--- src/hw/rtl/fege_pkg.sv ---
// Package of the fire grid engine: grid geometry, request codes, palette.
// Depends on nothing; used by every other file of the block but the assertion header.
`timescale 1ns / 1ps

package fege_pkg;

	localparam int GRID_WIDTH   = 32;
	localparam int GRID_HEIGHT  = 24;
	localparam int CELL_COUNT   = GRID_WIDTH * GRID_HEIGHT;
	localparam int BOTTOM_BASE  = (GRID_HEIGHT - 1) * GRID_WIDTH;
	localparam int ADDR_W       = $clog2(CELL_COUNT);
	localparam int COL_W        = $clog2(GRID_WIDTH);
	localparam int ROW_W        = $clog2(GRID_HEIGHT);
	localparam int LEVEL_COUNT  = 37;
	localparam int LEVEL_W      = 6;
	localparam int REQ_TYPE_W   = 2;
	localparam int DECAY_W      = 2;
	localparam int INDEX_W      = 10;
	localparam int COLOR_W      = 24;

	localparam logic [LEVEL_W-1:0] LEVEL_MAX = LEVEL_W'(LEVEL_COUNT - 1);

	typedef enum logic [REQ_TYPE_W-1:0] {
		REQ_PROPAGATE = 2'd0,
		REQ_RESET     = 2'd1,
		REQ_READ      = 2'd2,
		REQ_NONE      = 2'd3
	} req_code_t;

	typedef struct packed {
		logic accept;
		logic sweep;
		logic finish;
	} fege_cmd_t;

	typedef struct packed {
		logic sweep_last;
		logic out_free;
	} fege_stat_t;

	localparam logic [COLOR_W-1:0] FLAME_RGB [LEVEL_COUNT] = '{
		24'h070707, 24'h1F0707, 24'h2F0F07, 24'h470F07,
		24'h571707, 24'h671F07, 24'h771F07, 24'h8F2707,
		24'h9F2F07, 24'hAF3F07, 24'hBF4707, 24'hC74707,
		24'hDF4F07, 24'hDF5707, 24'hDF5707, 24'hD75F07,
		24'hD75F07, 24'hD7670F, 24'hCF6F0F, 24'hCF770F,
		24'hCF7F0F, 24'hCF8717, 24'hC78717, 24'hC78F17,
		24'hC7971F, 24'hBF9F1F, 24'hBF9F1F, 24'hBFA727,
		24'hBFA727, 24'hBFAF2F, 24'hB7AF2F, 24'hB7B72F,
		24'hB7B737, 24'hCFCF6F, 24'hDFDF9F, 24'hEFEFC7,
		24'hFFFFFF
	};

	function automatic logic [COLOR_W-1:0] flame_color(input logic [LEVEL_W-1:0] level,
		input logic fmt);
		logic [COLOR_W-1:0] rgb;
		begin
			if (level >= LEVEL_W'(LEVEL_COUNT)) begin
				flame_color = '0;
			end else begin
				rgb = FLAME_RGB[level];
				if (fmt) begin
					flame_color = rgb;
				end else begin
					flame_color = {8'h00, rgb[23:19], rgb[15:10], rgb[7:3]};
				end
			end
		end
	endfunction

endpackage

--- src/hw/rtl/fege_req_if.sv ---
// Request channel of the fire grid engine: valid, ready and request fields.
// Depends on fege_pkg.
`timescale 1ns / 1ps

interface fege_req_if import fege_pkg::*; ();
	logic                  valid;
	logic                  ready;
	logic [REQ_TYPE_W-1:0] req_type;
	logic [DECAY_W-1:0]    decay;
	logic [INDEX_W-1:0]    cell_index;
	logic                  color_format;

	modport source (output valid, req_type, decay, cell_index, color_format, input ready);
	modport sink (input valid, req_type, decay, cell_index, color_format, output ready);
endinterface

--- src/hw/rtl/fege_rsp_if.sv ---
// Result channel of the fire grid engine: valid, ready and result fields.
// Depends on fege_pkg.
`timescale 1ns / 1ps

interface fege_rsp_if import fege_pkg::*; ();
	logic               valid;
	logic               ready;
	logic               wrote;
	logic [INDEX_W-1:0] written_index;
	logic [LEVEL_W-1:0] written_level;
	logic               frame_done;
	logic [COLOR_W-1:0] color;

	modport source (output valid, wrote, written_index, written_level, frame_done, color,
		input ready);
	modport sink (input valid, wrote, written_index, written_level, frame_done, color,
		output ready);
endinterface

--- src/hw/rtl/fege_ctrl.sv ---
// Controller of the fire grid engine: sequences accept, grid sweep and commit.
// Depends on fege_pkg for the command and status structs and the request codes.
`timescale 1ns / 1ps

module fege_ctrl import fege_pkg::*; (
	input  logic                  clk,
	input  logic                  arst_n,
	input  logic                  req_valid,
	input  logic [REQ_TYPE_W-1:0] req_type,
	output logic                  req_ready,
	input  fege_stat_t            stat,
	output fege_cmd_t             cmd
);

	typedef enum logic [3:0] {
		ST_INIT   = 4'b0001,
		ST_IDLE   = 4'b0010,
		ST_SWEEP  = 4'b0100,
		ST_FINISH = 4'b1000
	} state_t;

	state_t state_q;
	state_t state_next;

	always_ff @(posedge clk or negedge arst_n) begin
		if (!arst_n) begin
			state_q <= ST_INIT;
		end else begin
			state_q <= state_next;
		end
	end

	always_comb begin
		state_next = state_q;
		req_ready  = 1'b0;
		cmd        = '0;
		unique case (state_q)
			ST_INIT: begin
				cmd.sweep = 1'b1;
				if (stat.sweep_last) begin
					state_next = ST_IDLE;
				end
			end
			ST_IDLE: begin
				req_ready = 1'b1;
				if (req_valid) begin
					cmd.accept = 1'b1;
					state_next = (req_type == REQ_RESET) ? ST_SWEEP : ST_FINISH;
				end
			end
			ST_SWEEP: begin
				cmd.sweep = 1'b1;
				if (stat.sweep_last) begin
					state_next = ST_FINISH;
				end
			end
			ST_FINISH: begin
				if (stat.out_free) begin
					cmd.finish = 1'b1;
					state_next = ST_IDLE;
				end
			end
			default: begin
				state_next = ST_IDLE;
			end
		endcase
	end

endmodule

--- src/hw/rtl/fege_dp.sv ---
// Datapath of the fire grid engine: grid memory, cursor, sweep counter,
// palette lookup and result register. Depends on fege_pkg.
`timescale 1ns / 1ps

module fege_dp import fege_pkg::*; (
	input  logic                  clk,
	input  logic                  arst_n,
	input  fege_cmd_t             cmd,
	output fege_stat_t            stat,
	input  logic [REQ_TYPE_W-1:0] req_type,
	input  logic [DECAY_W-1:0]    decay,
	input  logic [INDEX_W-1:0]    cell_index,
	input  logic                  color_format,
	output logic                  out_valid,
	input  logic                  out_ready,
	output logic                  wrote,
	output logic [INDEX_W-1:0]    written_index,
	output logic [LEVEL_W-1:0]    written_level,
	output logic                  frame_done,
	output logic [COLOR_W-1:0]    color
);

	logic [LEVEL_W-1:0]    fire_store_q [CELL_COUNT];
	logic [LEVEL_W-1:0]    rdata_q;
	logic [REQ_TYPE_W-1:0] req_type_q;
	logic [DECAY_W-1:0]    decay_q;
	logic                  fmt_q;
	logic                  cell_ok_q;
	logic [COL_W-1:0]      cursor_col_q;
	logic [ROW_W-1:0]      cursor_row_q;
	logic [ADDR_W-1:0]     sweep_cnt_q;
	logic                  out_valid_q;
	logic                  wrote_q;
	logic [INDEX_W-1:0]    written_index_q;
	logic [LEVEL_W-1:0]    written_level_q;
	logic                  frame_done_q;
	logic [COLOR_W-1:0]    color_q;

	logic                  bottom_row;
	logic                  last_col;
	logic [ADDR_W-1:0]     cur_idx;
	logic [ADDR_W-1:0]     below_idx;
	logic [ADDR_W-1:0]     dst_idx;
	logic [LEVEL_W-1:0]    new_level;
	logic                  can_write;
	logic                  is_prop;
	logic                  is_read;
	logic                  in_cell_ok;
	logic                  mem_we;
	logic                  mem_re;
	logic [ADDR_W-1:0]     mem_addr;
	logic [LEVEL_W-1:0]    mem_wdata;

	assign bottom_row = (cursor_row_q == ROW_W'(GRID_HEIGHT - 1));
	assign last_col   = (cursor_col_q == COL_W'(GRID_WIDTH - 1));
	assign cur_idx    = ADDR_W'(cursor_row_q) * ADDR_W'(GRID_WIDTH) + ADDR_W'(cursor_col_q);
	assign below_idx  = cur_idx + ADDR_W'(GRID_WIDTH);
	assign dst_idx    = cur_idx - ADDR_W'(decay_q);
	assign new_level  = (rdata_q > LEVEL_W'(decay_q)) ? (rdata_q - LEVEL_W'(decay_q)) : '0;
	assign can_write  = !bottom_row && (cur_idx >= ADDR_W'(decay_q));
	assign is_prop    = (req_type_q == REQ_PROPAGATE);
	assign is_read    = (req_type_q == REQ_READ);
	assign in_cell_ok = (cell_index < INDEX_W'(CELL_COUNT));

	always_comb begin
		mem_we    = 1'b0;
		mem_re    = 1'b0;
		mem_addr  = '0;
		mem_wdata = '0;
		priority if (cmd.sweep) begin
			mem_we    = 1'b1;
			mem_addr  = sweep_cnt_q;
			mem_wdata = (sweep_cnt_q >= ADDR_W'(BOTTOM_BASE)) ? LEVEL_MAX : '0;
		end else if (cmd.finish && is_prop && can_write) begin
			mem_we    = 1'b1;
			mem_addr  = dst_idx;
			mem_wdata = new_level;
		end else if (cmd.accept) begin
			mem_re = 1'b1;
			if (req_type == REQ_READ) begin
				mem_addr = in_cell_ok ? ADDR_W'(cell_index) : '0;
			end else if (!bottom_row) begin
				mem_addr = below_idx;
			end
		end
	end

	always_ff @(posedge clk) begin
		if (mem_we) begin
			fire_store_q[mem_addr] <= mem_wdata;
		end else if (mem_re) begin
			rdata_q <= fire_store_q[mem_addr];
		end
	end

	always_ff @(posedge clk) begin
		if (cmd.accept) begin
			req_type_q <= req_type;
			decay_q    <= decay;
			fmt_q      <= color_format;
			cell_ok_q  <= in_cell_ok;
		end
	end

	always_ff @(posedge clk or negedge arst_n) begin
		if (!arst_n) begin
			sweep_cnt_q  <= '0;
			cursor_col_q <= '0;
			cursor_row_q <= '0;
			out_valid_q  <= 1'b0;
		end else begin
			if (cmd.sweep) begin
				sweep_cnt_q <= stat.sweep_last ? '0 : sweep_cnt_q + 1'b1;
			end
			if (cmd.finish && is_prop) begin
				if (bottom_row) begin
					cursor_row_q <= '0;
					cursor_col_q <= last_col ? '0 : cursor_col_q + 1'b1;
				end else begin
					cursor_row_q <= cursor_row_q + 1'b1;
				end
			end
			if (cmd.finish) begin
				out_valid_q <= 1'b1;
			end else if (out_ready) begin
				out_valid_q <= 1'b0;
			end
		end
	end

	always_ff @(posedge clk) begin
		if (cmd.finish) begin
			wrote_q         <= is_prop && can_write;
			written_index_q <= (is_prop && can_write) ? INDEX_W'(dst_idx) : '0;
			written_level_q <= (is_prop && can_write) ? new_level : '0;
			frame_done_q    <= is_prop && bottom_row && last_col;
			color_q         <= (is_read && cell_ok_q) ? flame_color(rdata_q, fmt_q) : '0;
		end
	end

	assign stat.sweep_last = (sweep_cnt_q == ADDR_W'(CELL_COUNT - 1));
	assign stat.out_free   = !out_valid_q || out_ready;

	assign out_valid     = out_valid_q;
	assign wrote         = wrote_q;
	assign written_index = written_index_q;
	assign written_level = written_level_q;
	assign frame_done    = frame_done_q;
	assign color         = color_q;

endmodule

--- src/hw/rtl/fire_effect_grid_engine_top.sv ---
// Top level of the fire grid engine: joins the controller and the datapath.
// Depends on fege_pkg, fege_req_if, fege_rsp_if, fege_ctrl and fege_dp.
//
//   Channel | Direction | Transfer carries
//   req     | in        | req_type, decay, cell_index, color_format
//   rsp     | out       | wrote, written_index, written_level, frame_done, color
//
// Propagate and read requests read the single-port grid memory in the transfer
// cycle and write or look it up in the finish state once the output is free.
// A grid reset request sets all 768 cells: bottom row to LEVEL_MAX, rest 0.
// After arst_n the same sweep runs with req.ready low.
// A finished result waits in the output register while the next request is
// accepted; that request's commit holds until the register is free.
`timescale 1ns / 1ps

module fire_effect_grid_engine_top import fege_pkg::*; (
	input logic        clk,
	input logic        arst_n,
	fege_req_if.sink   req,
	fege_rsp_if.source rsp
);

	fege_cmd_t  cmd;
	fege_stat_t stat;

	fege_ctrl u_ctrl (
		.clk       (clk),
		.arst_n    (arst_n),
		.req_valid (req.valid),
		.req_type  (req.req_type),
		.req_ready (req.ready),
		.stat      (stat),
		.cmd       (cmd)
	);

	fege_dp u_dp (
		.clk           (clk),
		.arst_n        (arst_n),
		.cmd           (cmd),
		.stat          (stat),
		.req_type      (req.req_type),
		.decay         (req.decay),
		.cell_index    (req.cell_index),
		.color_format  (req.color_format),
		.out_valid     (rsp.valid),
		.out_ready     (rsp.ready),
		.wrote         (rsp.wrote),
		.written_index (rsp.written_index),
		.written_level (rsp.written_level),
		.frame_done    (rsp.frame_done),
		.color         (rsp.color)
	);

endmodule

--- src/flat_wrapper.sv ---
// flat-port wrapper written by rule: the top's interface ports become plain ports
module fire_effect_grid_engine_top_flat import fege_pkg::*;
  (clk, arst_n, req_valid, req_req_type, req_decay, req_cell_index, req_color_format, req_ready, rsp_valid, rsp_wrote, rsp_written_index, rsp_written_level, rsp_frame_done, rsp_color, rsp_ready);
  fege_req_if req_i ();
  fege_rsp_if rsp_i ();
  input logic clk;
  input logic arst_n;
  input wire logic [$bits(req_i.valid)-1:0] req_valid;
  input wire logic [$bits(req_i.req_type)-1:0] req_req_type;
  input wire logic [$bits(req_i.decay)-1:0] req_decay;
  input wire logic [$bits(req_i.cell_index)-1:0] req_cell_index;
  input wire logic [$bits(req_i.color_format)-1:0] req_color_format;
  output wire logic [$bits(req_i.ready)-1:0] req_ready;
  output wire logic [$bits(rsp_i.valid)-1:0] rsp_valid;
  output wire logic [$bits(rsp_i.wrote)-1:0] rsp_wrote;
  output wire logic [$bits(rsp_i.written_index)-1:0] rsp_written_index;
  output wire logic [$bits(rsp_i.written_level)-1:0] rsp_written_level;
  output wire logic [$bits(rsp_i.frame_done)-1:0] rsp_frame_done;
  output wire logic [$bits(rsp_i.color)-1:0] rsp_color;
  input wire logic [$bits(rsp_i.ready)-1:0] rsp_ready;
  assign req_i.valid = req_valid;
  assign req_i.req_type = req_req_type;
  assign req_i.decay = req_decay;
  assign req_i.cell_index = req_cell_index;
  assign req_i.color_format = req_color_format;
  assign req_ready = req_i.ready;
  assign rsp_valid = rsp_i.valid;
  assign rsp_wrote = rsp_i.wrote;
  assign rsp_written_index = rsp_i.written_index;
  assign rsp_written_level = rsp_i.written_level;
  assign rsp_frame_done = rsp_i.frame_done;
  assign rsp_color = rsp_i.color;
  assign rsp_i.ready = rsp_ready;
  fire_effect_grid_engine_top u_core (.clk(clk), .arst_n(arst_n), .req(req_i), .rsp(rsp_i));
endmodule
--- config.mk ---
export PLATFORM = sky130hd
export DESIGN_NAME = fire_effect_grid_engine_top_flat
export DESIGN_NICKNAME = d
export VERILOG_FILES = /design/src/hw/rtl/fege_pkg.sv /design/src/hw/rtl/fege_req_if.sv /design/src/hw/rtl/fege_rsp_if.sv /design/src/hw/rtl/fege_ctrl.sv /design/src/hw/rtl/fege_dp.sv /design/src/hw/rtl/fire_effect_grid_engine_top.sv /design/src/flat_wrapper.sv
export SDC_FILE = /design/constraint.sdc
export NUM_CORES = 2
export LEC_CHECK = 0
export BUFFER_PORTS_ARGS = -buffer_cell sky130_fd_sc_hd__buf_4
export CAP_MARGIN = 20
export CORE_UTILIZATION = 38
export DETAILED_ROUTE_END_ITERATION = 8
export HOLD_SLACK_MARGIN = 0.15
export SLEW_MARGIN = 15
export SYNTH_ARGS = -nofsm -noshare
export SYNTH_HDL_FRONTEND = slang
export SYNTH_MEMORY_MAX_BITS = 65536
export SYNTH_SLANG_ARGS = --single-unit
--- constraint.sdc ---
create_clock -name clk -period 45.9 [get_ports clk]
set_input_delay 2.295 -clock clk [delete_from_list [all_inputs] [get_ports clk]]
set_output_delay 2.295 -clock clk [all_outputs]
set_load 0.03 [all_outputs]
Word-level counts from Yosys, hierarchy flattened
Memory sizes are Yosys's and may differ from the RTL's. A register that Yosys moved wholly into a read port is not among the register bits.
Cells that the tools add are included.

word-level totals
  output and inout bits = 44
  RAM bits = 4608
  flip-flop bits (word level) = 73
  ROM bits = 1536
  memories = 2
  bits of input ports = 19

operators by class
  $lt $le $gt $ge = 6
  equality and inequality tests = 14
  add/subtract/negate cells = 7
  reduce and logical (&&, ||, !) cells = 18
  bitwise logic cells = 4
  multiplexer cells = 37

memories
  name                      words  width  rd ports  clocked after memory_dff  wr ports  RTL line        source
  u_core.u_dp.fire_store_q  768    6      1         1                         1         fege_dp.sv:23   logic [LEVEL_W-1:0] fire_store_q [CELL_COUNT];
  (no name shown)           64     24     1         0                         0         fege_pkg.sv:61  rgb = FLAME_RGB[level];

operator list
  cell                     number
  $mux W10                 7
  $mux W24                 2
  $mux W6                  4
  $mux W4                  5
  $mux W16                 1
  $pmux W4 S4              1
  $mux W1                  15
  $add A10 B1 Y10 const B  1
  $add A10 B5 Y10          1
  $add A10 B6 Y10 const B  1
  $add A5 B1 Y5 const B    2
  $eq A10 B10 Y1 const B   1
  $eq A5 B5 Y1 const B     2
  $ge A10 B10 Y1 const B   1
  $ge A10 B2 Y1            1
  $lt A10 B10 Y1 const B   1
  $mux W5                  2
  $sub A10 B2 Y10          1
  $ge A7 B7 Y1 const B     1
  $logic_and A1 B1 Y1      7
  $not A6 Y7               1
  $ge A6 B6 Y1 const B     1
  $gt A6 B2 Y1             1
  $ne A2 B2 Y1 const B     3
  other kinds (17)         23

Logic depth before layout (Yosys ltp)
  depth after elaboration = 10
  gate-level depth with buffers = 25
  gate-level depth less buffers = 16

Modules after synthesis
Synthesis repeated with hierarchy kept, for this count alone.

unflattened totals
  cell total of the unflattened synthesis = 11042
  area total of the unflattened synthesis = 185471.6 µm²

by module, submodules not included
  module     area an instance (µm²)  cells an instance  sequential area each (µm²)  times used
  fege_dp    185141.3                11008              140459.7                    1
  fege_ctrl  330.3                   34                 101.3                       1

Least setup slack after synthesis
OpenSTA, ideal clock, no wires.

  kind = in2reg
  start point = input port rsp_ready
  end point = memory u_core.u_dp.fire_store_q[0][2] (data pin)
  library setup time = 6.148 ns
  arrival = 32.770 ns
  required time = 39.752 ns
  path slack = 6.981 ns
  path buffers = 2
  cell stages on the path = 6
  path through = nand2b_1 > nand4b_4 > a21o_1 > buf_6 > clkbuf_1 > o21ai_0

between the ends
  longest elaborated chain between the ends = 7

ends and longest elaborated chain
  item                                RTL line            source
  start, declared                     flat_wrapper.sv:20  input wire logic [$bits(rsp_i.ready)-1:0] rsp_ready;
  $logic_or A1 B1 Y1                  fege_dp.sv:142      assign stat.out_free = !out_valid_q || out_ready;
  $mux W1                             fege_ctrl.sv:58     if (stat.out_free) begin
  $mux W1                             fege_ctrl.sv:37     unique case (state_q)
  $logic_and A1 B1 Y1 (2 in a row)    fege_dp.sv:74       end else if (cmd.finish && is_prop && can_write) begin
  $mux W6                             fege_dp.sv:74
  $mux W6                             fege_dp.sv:70       priority if (cmd.sweep) begin
  named net u_core.u_dp.mem_wdata[2]  fege_dp.sv:52       logic [LEVEL_W-1:0] mem_wdata;
  end, declared                       fege_dp.sv:23

The timed path passes the listed nets, and every way through them passes these cells.

Worst setup path in the final report
  start point = register u_core.u_dp.cursor_col_q[0]
  end point = register u_core.u_dp.rdata_q[5] (read register of u_core.u_dp.fire_store_q) (data pin)

between the ends
  longest elaborated chain between the ends = 8
  elaborated cells between the ends (all ways) = 17
  those cells by class = add/sub (3); order compare (1); mux (9); bitwise (1); reduce/logical (3)

ends and longest elaborated chain
  item                                                     RTL line        source
  start, declared                                          fege_dp.sv:29   logic [COL_W-1:0] cursor_col_q;
  start signal, assigned                                   fege_dp.sv:118  cursor_col_q <= last_col ? '0 : cursor_col_q + 1'b1;
  $add A10 B5 Y10 (*)                                      fege_dp.sv:56   assign cur_idx = ADDR_W'(cursor_row_q) * ADDR_W'(GRID_WIDTH) + ADDR_W'(cursor_col_q);
  branches (longest 7 deep; another with $add A10 B6 Y10)  -
  end, declared                                            fege_dp.sv:24   logic [LEVEL_W-1:0] rdata_q;

Every way passes the cells marked *.
A chain may end at the register's enable or synchronous reset.

==> results.py <==
metrics = {
    "die": {
        "io_pins": 63,
        "dieArea_um2": 485000,
        "die_w_um": 697,
        "rows": 254,
        "start_util_pct": 38.2,
        "core_um2": 480000,
        "die_h_um": 697,
    },
    "power_and_ir_drop": {
        "leakage_nw": 53.6,
        "p_total_mw": 8.34,
        "power_per_cell_area_nw_per_um2": 40.4,
        "vdd_drop_max_mv": 0.0314,
    },
    "clock_tree": {
        "clock-root-buffer": "clkbuf_16",
        "cts-resized-gates": 0,
        "worstSkewPairLatency_ns": 1.02,
        "clk_path_buf_depth": 4,
        "h-tree-depth": 5,
        "cts.sinks": 4685,
        "cts_buffers": 459,
        "clkTransAtPathRegs_ns": 0.07,
        "post-cts-setup-buffers": 0,
        "hold_buffers": 0,
        "cts_tree": "done",
    },
    "global_route": {
        "grt_max_degree": 221,
        "grt_pass1_wl_um": 788000,
        "track_usage_pct": 22.8,
        "grt_overflow": 0,
        "grt_pass1_vias": 100000,
        "antenna_found_initial": 58,
    },
    "critical_path": {
        "worstPathArrival_ns": 10.48,
        "reg2reg_depth": 20,
        "rrSetupSlack_ns": 36.19,
        "start_kind": "flop",
        "critical_path_class": "flop to flop",
        "rr_startpoint": "u_core.u_dp.cursor_col_q[0]",
        "required_ns": 46.67,
        "cp_max_fo": 116,
        "end_kind": "flop",
        "reg2reg_to": "u_core.u_dp.rdata_q[5]",
    },
    "logic_synthesis": {
        "synth_ff_type": "edfxtp_1",
        "yosysWarnings": 0,
        "synth_top_area_share_pct": 76.3,
        "syn_area_um2": 183000,
        "synth_edf_count": 4660,
        "netlist_instances": 10400,
        "seq_area_frac_synth_pct": 76.6,
        "avgSynthCellArea_um2": 17.6,
        "synth.area.top_cells": "edfxtp_1 76%, mux4_2 8.6%, nand2_1 2.5%",
        "synth_seq_cells": 4685,
        "synthArstFlopShare_pct": 0.534,
        "yosys.area.top_type": "edfxtp_1",
        "synthDistinctLibCells": 86,
        "syn-num-nets": 10400,
    },
    "drt": {
        "routed_wl_um": 568000,
        "num_vias": 104000,
        "drc_errors": 0,
        "drtAntennaViolNets": 0,
        "drtPass1Iterations": 8,
        "drt-initial-drc-count": 16400,
        "wl_per_cell_um": 32.7,
        "viasPerCell": 5.99,
    },
    "sta": {
        "rsz0062_at_grt": "false",
        "period_needed_ns": 9.71,
        "slew_headroom_pct": 17.1,
        "hold_viol": 0,
        "fmaxAchievable_ghz": 0.103,
        "setup_violations": 0,
        "drv_slew": 0,
        "tns_ns": 0,
        "tightest_slew_ns": 1.23,
        "finalHoldWorstSlack_ns": 0.476,
        "finClkSkew_ns": 0.0551,
        "fin_crit_sh_pct": 21.2,
    },
    "finish": {
        "area_growth_pct": 12.6,
        "final_cell_mix": "4660 x edfxtp_1, 1179 x nand2_1, 850 x nor2_1",
        "final_util_pct": 43.1,
        "drive_above_1_share_pct": 16.7,
        "nNetsFinal": 10600,
        "layout_commonest_cell": "edfxtp_1",
    },
    "placement": {
        "numPortBuffers": 62,
        "routabilityCongestion": 0.874,
        "hpwl_um": 337000,
    },
    "run": {
        "maxCapViolations": 0,
    },
    "status": {
        "status": "completed",
    },
    "hold_path": {
        "min_to": "u_core.u_ctrl.state_q[0]",
        "min-delay-start": "u_core.u_ctrl.state_q[1]",
        "hold_depth": 1,
        "hold_path_class": "flop to flop",
    },
}
-- how the worst max path moves through the flow --
stage | depth (start not counted) | end | start | slack [ns]
5_1_grt | 20 | u_core.u_dp.rdata_q[3] | u_core.u_dp.cursor_col_q[0] | 35.82
4_1_cts | 20 | u_core.u_dp.rdata_q[5] | u_core.u_dp.cursor_col_q[0] | 36.22
3_3_place_gp | 17 | u_core.u_dp.rdata_q[5] | req_req_type[0] | 35.46
2_1_floorplan | 6 | u_core.u_dp.fire_store_q[0][2] | rsp_ready | 6.98
6_report | 20 | u_core.u_dp.rdata_q[5] | u_core.u_dp.cursor_col_q[0] | 36.19
3_5_place_dp | 17 | u_core.u_dp.rdata_q[5] | req_req_type[0] | 35.33
-- state kept, by name (all words and copies together), names as in the netlist --
signal and flops:
u_core.u_ctrl.state_q 4, u_core.u_dp.cell_ok_q 1, u_core.u_dp.color 22, u_core.u_dp.cursor_col_q 5, u_core.u_dp.cursor_row_q 5, u_core.u_dp.decay_q 2
u_core.u_dp.fire_store_q 4608, u_core.u_dp.fmt_q 1, u_core.u_dp.frame_done 1, u_core.u_dp.out_valid 1, u_core.u_dp.rdata_q 6, u_core.u_dp.req_type_q 2
u_core.u_dp.sweep_cnt_q 10, u_core.u_dp.written_index 10, u_core.u_dp.written_level 6, u_core.u_dp.wrote 1
-- cell usage after synthesis, drive strengths merged (59+ instances only) --
library cell,number
edfxtp,4660
and3,80
mux4,704
nand3,341
mux2i,355
o21ai,72
buf,346
a22oi,275
o22ai,148
nand2,1218
a31oi,106
nor4,59
a21oi,257
clkbuf,347
a22o,60
nor2,859
-- critical path: stages (launching register included) --
cell     delay, ns
dfrtp_1       0.43
inv_1         0.11
ha_1          0.17
inv_1         0.05
fa_1          0.44
nor4_1        0.38
nor4b_4       0.42
a21o_1        0.18
buf_4         0.35
o211a_4       0.59
buf_4         0.64
buf_4         0.66
buf_4         0.68
buf_12        0.59
mux4_2        0.62
a22oi_1       0.35
and4_1        0.27
o22ai_1       0.22
nor4_1        1.06
nand3_1       0.54
a211o_1       0.38
-- report_power, final --
group / total (mW) / switching (mW) / internal [mW] / leakage [nW]
combinational: 0.00279 / 0.00154 / 0.00124 / 14.1
sequential: 4.63 / 0.00000000000000000231 / 4.63 / 32.4
clock: 3.71 / 1.64 / 2.07 / 7.09
-- through the flow --
step	cells	instance area [µm²]	setup WS (ns)
final	17400	207000	36.19
after global routing	17300	206000	35.82
after CTS	17300	206000	36.22
after detailed placement	16500	192000	35.33
after global placement	16500	192000	35.46
after floorplan	10400	183000	6.98
-- cell type report --
cell class	count	area, µm²
Antenna cell	36	90.1
Clock inverter	285	2630
Inverter	29	109
Tap cell	6400	8010
Timing Repair Buffer	367	3200
Fill cell	41300	273000
Sequential cell	4685	141000
Clock buffer	559	11900
Multi-Input combinational cell	4991	40000
-- routing by layer --
| metal | vias to the layer above | global-route usage, % | wire [µm] |
|---|---|---|---|
| met1 | 54300 | 31.0 | 215000 |
| met4 | 20 | 9.96 | 27600 |
| met5 | - | 0 | 161 |
| li1 | 41700 | - | - |
| met2 | 6787 | 34.9 | 258000 |
| met3 | 1183 | 5.67 | 67200 |
-- cell families after synthesis --
family                   count (synthesis)  synth area share [%]
flip-flops                            4685                  76.6
buffers and inverters                  722                  1.88
AO/OA/AOI/OAI                         1175                  4.39
multiplexers                          1065                  10.6
XOR/XNOR                                19                0.0907
adder cells (fa/ha/maj)                 22                 0.158
AND/OR/NAND/NOR                       2710                  6.22
No activity file was read; power rests on OpenSTA's default activity.
